`src/obgm_pkg.sv`:
```
// ----------------------------------------------------------------------------
// obgm_pkg
// Shared types and constants for the odd-byte group mask encoder.
// ----------------------------------------------------------------------------
package obgm_pkg;

    localparam int BYTE_W = 8;

    typedef enum logic [0:0]
    {
        ST_IDLE,
        ST_EMIT
    } state_t;

endpackage

```
`src/odd_byte_group_mask_encoder.sv`:
```
// ----------------------------------------------------------------------------
// odd_byte_group_mask_encoder
// A byte that closes a group shows its mask byte in the cycle after the
// transfer; the group's bytes follow one per cycle while the output is taken.
// Input: one byte per cycle inside a group; a closing byte holds off the input
// while the sequencer drains the group store.
// Reset: state idle, output empty, position 0, mask 1; store contents undefined.
// ----------------------------------------------------------------------------
module odd_byte_group_mask_encoder
    import obgm_pkg::*;
#(
    parameter int GROUP_LEN = 7
)
(
    input  logic              clk,
    input  logic              rst_n,

    input  logic              s_axis_tvalid,
    output logic              s_axis_tready,
    input  logic [BYTE_W-1:0] s_axis_tdata,   // [7:0] data_byte
    input  logic              s_axis_tlast,   // end_of_message

    output logic              m_axis_tvalid,
    input  logic              m_axis_tready,
    output logic [BYTE_W-1:0] m_axis_tdata,   // [7:0] code_byte
    output logic [0:0]        m_axis_tuser,   // [0] group_end
    output logic              m_axis_tlast    // message_end
);

    localparam int IDX_W = (GROUP_LEN > 1) ? $clog2(GROUP_LEN) : 1;
    localparam logic [IDX_W-1:0] POS_LAST = IDX_W'(GROUP_LEN - 1);

    state_t              state_reg, state_next;
    logic [IDX_W-1:0]    pos_reg, pos_next;
    logic [BYTE_W-1:0]   mask_reg, mask_next;
    logic [IDX_W-1:0]    rd_reg, rd_next;
    logic [IDX_W-1:0]    last_idx_reg, last_idx_next;
    logic                msg_reg, msg_next;
    logic                out_valid_reg, out_valid_next;
    logic [BYTE_W-1:0]   out_data_reg, out_data_next;
    logic                out_gend_reg, out_gend_next;
    logic                out_mend_reg, out_mend_next;
    logic [BYTE_W-1:0]   store [GROUP_LEN];

    logic                in_xfer;
    logic                out_xfer;
    logic                close;
    logic [BYTE_W-1:0]   enc_byte;
    logic [BYTE_W-1:0]   mask_upd;

    assign s_axis_tready = (state_reg == ST_IDLE) && (!out_valid_reg || m_axis_tready);
    assign in_xfer       = s_axis_tvalid && s_axis_tready;
    assign out_xfer      = out_valid_reg && m_axis_tready;

    // odd bytes already have bit 0 set; even bytes plus one is the same thing
    assign enc_byte = s_axis_tdata | BYTE_W'(1);
    assign mask_upd = s_axis_tdata[0]
                    ? (mask_reg | (BYTE_W'(2) << pos_reg)) : mask_reg;
    assign close    = s_axis_tlast || (pos_reg >= POS_LAST);

    always_comb
    begin
        state_next = state_reg;
        unique case (state_reg)
            ST_IDLE:
            begin
                if (in_xfer && close)
                begin
                    state_next = ST_EMIT;
                end
            end
            ST_EMIT:
            begin
                if (out_xfer && out_gend_reg)
                begin
                    state_next = ST_IDLE;
                end
            end
            default:
            begin
                state_next = ST_IDLE;
            end
        endcase
    end

    always_comb
    begin
        pos_next       = pos_reg;
        mask_next      = mask_reg;
        rd_next        = rd_reg;
        last_idx_next  = last_idx_reg;
        msg_next       = msg_reg;
        out_valid_next = out_valid_reg;
        out_data_next  = out_data_reg;
        out_gend_next  = out_gend_reg;
        out_mend_next  = out_mend_reg;
        if (out_xfer)
        begin
            out_valid_next = 1'b0;
        end
        unique case (state_reg)
            ST_IDLE:
            begin
                if (in_xfer)
                begin
                    if (close)
                    begin
                        out_valid_next = 1'b1;
                        out_data_next  = mask_upd;
                        out_gend_next  = 1'b0;
                        out_mend_next  = 1'b0;
                        last_idx_next  = pos_reg;
                        msg_next       = s_axis_tlast;
                        rd_next        = '0;
                        pos_next       = '0;
                        mask_next      = BYTE_W'(1);
                    end
                    else
                    begin
                        pos_next  = pos_reg + IDX_W'(1);
                        mask_next = mask_upd;
                    end
                end
            end
            ST_EMIT:
            begin
                if (out_xfer && !out_gend_reg)
                begin
                    out_valid_next = 1'b1;
                    out_data_next  = store[rd_reg];
                    out_gend_next  = (rd_reg == last_idx_reg);
                    out_mend_next  = (rd_reg == last_idx_reg) && msg_reg;
                    rd_next        = rd_reg + IDX_W'(1);
                end
            end
            default:
            begin
                out_valid_next = 1'b0;
            end
        endcase
    end

    always_ff @(posedge clk or negedge rst_n)
    begin
        if (!rst_n)
        begin
            state_reg     <= ST_IDLE;
            pos_reg       <= '0;
            mask_reg      <= BYTE_W'(1);
            rd_reg        <= '0;
            last_idx_reg  <= '0;
            msg_reg       <= 1'b0;
            out_valid_reg <= 1'b0;
        end
        else
        begin
            state_reg     <= state_next;
            pos_reg       <= pos_next;
            mask_reg      <= mask_next;
            rd_reg        <= rd_next;
            last_idx_reg  <= last_idx_next;
            msg_reg       <= msg_next;
            out_valid_reg <= out_valid_next;
        end
    end

    always_ff @(posedge clk)
    begin
        out_data_reg <= out_data_next;
        out_gend_reg <= out_gend_next;
        out_mend_reg <= out_mend_next;
        if (in_xfer)
        begin
            store[pos_reg] <= enc_byte;
        end
    end

    assign m_axis_tvalid   = out_valid_reg;
    assign m_axis_tdata    = out_data_reg;
    assign m_axis_tuser[0] = out_gend_reg;
    assign m_axis_tlast    = out_mend_reg;

    a_no_zero_byte: assert property (@(posedge clk) disable iff (!rst_n)
        m_axis_tvalid |-> (m_axis_tdata != '0))
        else $error("zero code byte on output");

    a_mask_after_close: assert property (@(posedge clk) disable iff (!rst_n)
        (in_xfer && close) |=> (m_axis_tvalid && !m_axis_tuser[0] && !m_axis_tlast))
        else $error("mask byte not presented after group close");

    a_rd_in_range: assert property (@(posedge clk) disable iff (!rst_n)
        (state_reg == ST_EMIT && !out_gend_reg) |-> (rd_reg <= last_idx_reg))
        else $error("group read index past end of group");

    a_mend_has_gend: assert property (@(posedge clk) disable iff (!rst_n)
        (m_axis_tvalid && m_axis_tlast) |-> m_axis_tuser[0])
        else $error("message end without group end");

    a_idle_after_final: assert property (@(posedge clk) disable iff (!rst_n)
        (state_reg == ST_EMIT && out_xfer && out_gend_reg) |=> (state_reg == ST_IDLE))
        else $error("sequencer did not return to idle after final byte");

endmodule
```
`config.mk`:
```
export PLATFORM = sky130hd
export DESIGN_NAME = odd_byte_group_mask_encoder
export DESIGN_NICKNAME = d
export VERILOG_FILES = /design/src/obgm_pkg.sv /design/src/odd_byte_group_mask_encoder.sv
export SDC_FILE = /design/constraint.sdc
export NUM_CORES = 1
export LEC_CHECK = 0
export BUFFER_PORTS_ARGS = -buffer_cell sky130_fd_sc_hd__buf_2
export CAP_MARGIN = 20
export CORE_ASPECT_RATIO = 0.7
export CORE_UTILIZATION = 50
export DETAILED_ROUTE_END_ITERATION = 12
export PLACE_DENSITY = 0.66
export SYNTH_ARGS = -nofsm -noshare
export SYNTH_HDL_FRONTEND = slang
export SYNTH_SLANG_ARGS = --single-unit
```
`constraint.sdc`:
```
create_clock -name clk -period 2.54 [get_ports clk]
set_input_delay 0.381 -clock clk [delete_from_list [all_inputs] [get_ports clk]]
set_output_delay 0.381 -clock clk [all_outputs]
set_load 0.02 [all_outputs]
```
==> results of run 1 <==
cell usage after synthesis, drive strengths merged:
master / count / area (µm²)
or2: 2 / 12.52
edfxtp: 59 / 1772
nor4: 5 / 37.53
nor3: 4 / 20.02
clkbuf: 5 / 18.77
dfrtp: 19 / 475.5
a31oi: 9 / 56.30
mux2: 4 / 52.55
nor2b: 4 / 25.02
xor2: 3 / 26.28
buf: 5 / 43.79
o21a: 1 / 7.510
a211oi: 7 / 52.55
o211ai: 4 / 30.03
nand2: 16 / 60.06
a21oi: 6 / 30.03
dfstp: 1 / 26.28
mux4: 7 / 157.7
nor2: 8 / 35.03
o21ai: 7 / 35.03
and3: 2 / 12.51
inv: 7 / 26.27
nand2b: 2 / 15.02
nand3: 3 / 27.53
xnor2: 1 / 8.760
a21o: 1 / 7.510
o22ai: 2 / 12.51
a2bb2oi: 2 / 17.52
mux2i: 6 / 60.06
nand4b: 1 / 8.760
ha: 6 / 75.07
and2: 4 / 25.02
per-stage QoR:
| stage | setup slack [ns] | utilization, % | cell area, µm² |
|---|---|---|---|
| floorplan | 0.5464 | - | 3271 |
| global placement | 0.3796 | 56.62 | 3553 |
| detailed placement | 0.3207 | 56.62 | 3553 |
| CTS | 0.2998 | 60.45 | 3794 |
| global route | 0.5304 | 60.57 | 3801 |
| finish | 0.6526 | 60.57 | 3801 |
worst max path at each step:
stage	start	to	slack, ns
finish	rd_reg[0]$_DFFE_PN0P_	m_axis_tdata[5]$_DFFE_PP_	0.65
global route	rd_reg[0]$_DFFE_PN0P_	m_axis_tdata[5]$_DFFE_PP_	0.53
CTS	pos_reg[0]$_DFFE_PN0P_	m_axis_tdata[3]$_DFFE_PP_	0.30
detailed placement	pos_reg[0]$_DFFE_PN0P_	m_axis_tdata[3]$_DFFE_PP_	0.32
global placement	pos_reg[0]$_DFFE_PN0P_	m_axis_tdata[7]$_DFFE_PP_	0.38
floorplan	pos_reg[0]$_DFFE_PN0P_	m_axis_tdata[0]$_SDFFCE_PP1P_	0.55
layer usage:
| metal | part of all wire [%] | vias to the layer above | wire, µm |
|---|---|---|---|
| li1 | - | 901 | - |
| met1 | 49 | 973 | 3295 |
| met2 | 41 | 89 | 2746 |
| met3 | 8.2 | 9 | 551 |
| met4 | 1.3 | 0 | 88 |
| met5 | 0 | - | 0 |
cells by family after synthesis:
group | Yosys count | synth area share, %
AO/OA/AOI/OAI | 39 | 7.613
XOR/XNOR | 4 | 1.071
adder cells (fa/ha/maj) | 6 | 2.295
buffers and inverters | 17 | 2.716
flip-flops | 79 | 69.51
multiplexers | 17 | 8.263
AND/OR/NAND/NOR | 51 | 8.531
power by group through the flow:
stage               combinational (mW)  clock (mW)  sequential [mW]
detailed placement                1.17           0             1.79
floorplan                        0.760           0             1.80
finish                            1.19        1.09             1.76
global placement                  1.15           0             1.78
CTS                               1.17        1.11             1.76
global route                      1.28        1.15             1.78
area by class of cell:
class | count | area share, %
repair buffers | 43 | 6.978
inverters | 7 | 0.6912
well taps | 78 | 2.567
flip-flops and latches | 79 | 59.81
multi-input cells | 117 | 23.90
clock inverters | 4 | 2.502
clock buffers | 12 | 3.555
what timing repair did:
item	4_1_cts	5_1_grt
resized for setup	0	0
hold buffers	1	0
setup buffers	0	0
endpoints found under the hold margin	19	0
endpoints found under the setup margin	0	0
critical path: stages, from the launching register on:
cell     delay, ns
dfrtp_1       0.59
buf_4         0.34
mux4_2        0.53
nand2_1       0.09
a31oi_1       0.09
==> impl_results.md, run 1 <==
* Crit path DAT at 1.99 ns
* Pin count of the biggest net entering global routing at 21
* CTS tree: yes
* Number of max-cap violations at 0
* Crit path kind: reg2reg
* Inst Count DP at 322
* RSZ-0062 raised after global routing: false
* Fill count at 476
* Antenna-violating nets left at 0
* TritonRoute pass-1 iters at 5
* CTS Buf Count at 9
* Yosys cell types at 41
* Final setup violating endpoints at 0
* CP Launch Type: flop
* CTS Sinks at 79
* Core area at 0.006276 mm²
* H-tree Lvls at 3
* Global Route Usage Sum at 21.62%
* DRC violations left at 0
* Congestion Overflow GR at 0
* Comb pwr share at 29.4%
* Starting Density at 52.11%
* YS warnings at 0
* Switch Pwr at 1.260 mW
* Vias post-DR at 1972
* Max reg flops at 49
* Met3 GRT Util at 7.258%
* Critical path capture point type: flop
* Share of cells above drive strength 1 at 28.24%
* M2 GR Usage at 27.31%
* Diodes inserted at 0
* Post-route setup TNS at 0 ns
* Multi-input logic area at 908.4 µm²
* Seq/Total Area, Yosys at 69.51%
* VDD IR max at 0.5911 mV
* Final Hold Fails at 0
* Nets at 276
* R2r endpoint: m_axis_tdata[5]$_DFFE_PP_
* Routability cong. at 0.9317
* Clk_lat worst skew at 0.35 ns
* Total power at 4.036 mW
* Cells after Synth at 213
* Maximum clock frequency at 529.8 MHz
* Syn-to-layout area delta at 16.22%
* Site Rows at 24
* Tmin final at 1.887 ns
* Post-Syn Area at 0.003271 mm²
* Final Skew at 0.008842 ns
* R2r setup slk at 0.65 ns
* Internal Power at 2.776 mW
* Status: complete, no violations
* Leakage Power at 1.435 nW
* Worst-path clk slew at 0.08 ns
* Critical Path RT at 2.65 ns
* Syn nets at 232
* Max FO, Critical Path at 14
* Reg-to-Reg Start: rd_reg[0]$_DFFE_PN0P_
* Hold crit path type: in2reg
* Worst hold slack at 0.2888 ns
* Most frequent cells in the layout: 59 x edfxtp_1, 24 x buf_2, 19 x dfrtp_1
* Tcrit/Tclk final at 74.31%
* Register area at 0.002273 mm²
* Hold worst-path end: store[3][1]$_DFFE_PP_
* Most used routing layer: met1
* Clock Path Buffers at 2
* Most common cell after layout, fill and taps aside: edfxtp_1
* Switching share of power at 31.21%
* Initial antenna violation count at 0
* Initial DRC count at 199
* Root Driver: clkbuf_8
* Vias/cell at 5.800
* Sequential power share at 43.6%
* Number of global-route vias before repair at 1796
* Max Slew Vio Count at 0
* First-pass GRT wire length at 10470 µm
* Drt wl/cell at 19.65 µm
* IO buf count at 24
* Die Y at 69.67 µm
* Hold path cells at 1
* Fin cells at 340
* Top Ports at 25
* DP HPWL at 4574 µm
* Routed wire length at 6681 µm
* Max_slew headroom at 66.30%
* Synthesized area per cell at 15.36 µm²
* Register-to-Register Path Depth at 4
* Register bit total from synthesis at 79
* Die Width at 98.67 µm
* Power Density at 1062 mW/mm²
* GRT met1 Usage at 34.35%
* Die area at 0.006874 mm²
* Slew @ Worst Pin at 0.5009 ns
* Clk pwr share at 27.0%
* Hold path startpoint: s_axis_tdata[2]
No activity file was read; power rests on OpenSTA's default activity.
==> inputs of run 2 (changes only) <==
--- a/config.mk
+++ b/config.mk
@@ -10,7 +10,7 @@
 export CORE_ASPECT_RATIO = 0.7
 export CORE_UTILIZATION = 50
 export DETAILED_ROUTE_END_ITERATION = 12
-export PLACE_DENSITY = 0.66
+export PLACE_DENSITY = 0.69
 export SYNTH_ARGS = -nofsm -noshare
 export SYNTH_HDL_FRONTEND = slang
 export SYNTH_SLANG_ARGS = --single-unit
==> constraint.sdc (replaced) <==
create_clock -name clk -period 1.6 [get_ports clk]
set_input_delay 0.24 -clock clk [delete_from_list [all_inputs] [get_ports clk]]
set_output_delay 0.24 -clock clk [all_outputs]
set_load 0.02 [all_outputs]
==> run 2 against run 1 <==
  * Worst hold slack got worse by 0.14 ns
  * Critical path depth fell by 1
  * Via count rose by 0.30%
  * Flip-flop and latch count did not move
  * Highest routed layer unchanged
  * Final cell count rose by 4.4%
  * Final area rose by 6.5%
  * Global-route usage rose by 0.19 points
  * Routed wire length rose by 0.27%
==> impl_results.md, run 2 (synthesis gave the netlist of run 1 again) <==
* Metal-1 WL at 3356 µm (was 3295 µm)
* Worst-path clk slew at 0.08 ns (about the same)
* H-tree Lvls at 3 (unchanged)
* Number of global-route vias before repair at 1993 (was 1796)
* Clock Path Buffers at 2 (unchanged)
* Vias post-DR at 1978 (was 1972)
* Drt wl/cell at 18.87 µm (was 19.65 µm)
* Die area at 0.006874 mm² (unchanged)
* Top sig layer: met4 (unchanged)
* Max FO, Critical Path at 5 (was 14)
* Status: complete, no violations (unchanged)
* Vias/cell at 5.572 (was 5.800)
* Routed wire length at 6699 µm (was 6681 µm)
* Nets at 291 (was 276)
* CP delay by family, top: multiplexers (was flip-flops)
* Die Width at 98.67 µm (unchanged)
* First-pass GRT wire length at 10670 µm (was 10470 µm)
* Critical path, cell by cell: mux4_2 -> and2_4 -> a2bb2oi_1 (was buf_4 -> mux4_2 -> nand2_1 -> a31oi_1)
* Crit path kind: reg2reg (unchanged)
* Fill count at 461 (was 476)
* Top Ports at 25 (unchanged)
* Number of max-cap violations at 0 (unchanged)
* Antenna-violating nets left at 0 (unchanged)
* Share of cells above drive strength 1 at 40.07% (was 28.24%)
* Clk_lat worst skew at 0.35 ns (about the same)
* Core area at 0.006276 mm² (unchanged)
* Critical Path RT at 1.69 ns (was 2.65 ns)
* Final Skew at 0.01214 ns (was 0.008842 ns)
* TritonRoute pass-1 iters at 5 (unchanged)
* Congestion Overflow GR at 0 (unchanged)
* Buf+Inv Stages, Crit Path at 0 (was 1)
* Max_slew headroom at 68.75% (was 66.30%)
* Worst hold slack at 0.1530 ns (was 0.2888 ns)
* CTS tree: yes (unchanged)
* Pin count of the biggest net entering global routing at 21 (unchanged)
* Initial DRC count at 116 (was 199)
* Final setup violating endpoints at 0 (unchanged)
* Slew @ Worst Pin at 0.4688 ns (was 0.5009 ns)
* Tcrit/Tclk final at 97.67% (was 74.31%)
* IO buf count at 24 (unchanged)
* Diodes inserted at 0 (unchanged)
* Most frequent cells in the layout: 59 x edfxtp_1, 29 x buf_4, 24 x buf_2 (was 59 x edfxtp_1, 24 x buf_2, 19 x dfrtp_1)
* Met3 WL at 354 µm (was 551 µm)
* Site Rows at 24 (unchanged)
* Hold crit path type: in2reg (unchanged)
* Initial antenna violation count at 0 (unchanged)
* Crit path DAT at 1.65 ns (was 1.99 ns)
* CTS Buf Count at 9 (unchanged)
* Power Density at 1643 mW/mm² (was 1062 mW/mm²)
* Max reg flops at 49 (unchanged)
* Total power at 6.652 mW (was 4.036 mW)
* VDD IR max at 0.7918 mV (was 0.5911 mV)
* Maximum clock frequency at 639.9 MHz (was 529.8 MHz)
* CP Launch Type: flop (unchanged)
* Routability cong. at 0.7634 (was 0.9317)
* Most common cell after layout, fill and taps aside: edfxtp_1 (unchanged)
* RSZ-0062 raised after global routing: true (was false)
* Die Y at 69.67 µm (unchanged)
* Syn-to-layout area delta at 23.79% (was 16.22%)
* Max stage delay cell, worst path: mux4_2 (was dfrtp_1)
* Final Hold Fails at 0 (unchanged)
* Starting Density at 52.11% (unchanged)
* Global Route Usage Sum at 21.82% (was 21.62%)
* Critical path capture point type: flop (unchanged)
* Leakage Power at 1.537 nW (was 1.435 nW)
* CTS Sinks at 79 (unchanged)
* Tmin final at 1.563 ns (was 1.887 ns)
* DRC violations left at 0 (unchanged)
* WL met2 at 2914 µm (was 2746 µm)
* DP HPWL at 4876 µm (was 4574 µm)
* Root Driver: clkbuf_8 (unchanged)
* Max Slew Vio Count at 0 (unchanged)
* Crit path largest cell delay at 0.54 ns (was 0.59 ns)
-- run 2: changes by cell type in the layout (fill, tap and decap cells not counted), sizes merged --
cell and delta:
buf +15, bufinv -1, clkbuf -2, clkinv +1, inv +2
-- run 2: final timing paths --
check	startpoint	to	slack (ns)	cells after the start
worst min register to register	msg_reg$_DFFE_PN0P_	msg_reg$_DFFE_PN0P_	0.51	1
worst max-delay path	rd_reg[0]$_DFFE_PN0P_	m_axis_tdata[6]$_DFFE_PP_	0.04	3
min in group asynchronous	rst_n	async pin	0.36	2
worst min-delay path	s_axis_tdata[2]	store[6][1]$_DFFE_PP_	0.15	1
worst max register to register	rd_reg[0]$_DFFE_PN0P_	m_axis_tdata[6]$_DFFE_PP_	0.04	3
max in group asynchronous	rst_n	rd_reg[0]$_DFFE_PN0P_	0.88	2
-- run 2: layout make-up --
type / instances / area, µm² / share of cell area (%)
timing repair buffer: 58 / 410.4 / 10.14
clock inverter: 6 / 91.34 / 2.256
multi-input combinational: 117 / 1018 / 25.15
inverter: 7 / 26.28 / 0.6489
clock buffer: 10 / 127.6 / 3.152
tap: 78 / 97.59 / 2.410
sequential: 79 / 2277 / 56.24
-- run 2: where the power goes --
part           switching [mW]  internal (mW)
clock                   0.713          0.890
sequential              0.223           2.60
combinational            1.20           1.02
-- run 2: through the flow --
stage                     cell area, µm²  cells  TNS [ns]  worst slack (ns)  util (%)
after global routing                4049    355  -0.04710          -0.02104     64.51
final                               4049    355         0           0.03725     64.51
after floorplan                     3361    213    -4.021           -0.2616         -
after detailed placement            3734    334   -0.2174          -0.07250     59.49
after CTS                           3996    352         0          0.008649     63.68
after global placement              3734    334  -0.03833          -0.01962     59.49
-- run 2: timing repair --
| item | in CTS | in global routing |
|---|---|---|
| setup endpoints to repair | 22 | 28 |
| resized for setup | 5 | 8 |
| pin swaps | 0 | 2 |
| hold buffers | 1 | 0 |
| hold endpoints to repair | 19 | 0 |
| buffers inserted | 1 | 3 |
-- run 2: per-layer routing --
layer,vias up,GRT usage [%]
met5,-,0
met4,0,7.131
met3,10,6.351
met2,53,29.11
met1,982,34.17
li1,933,-
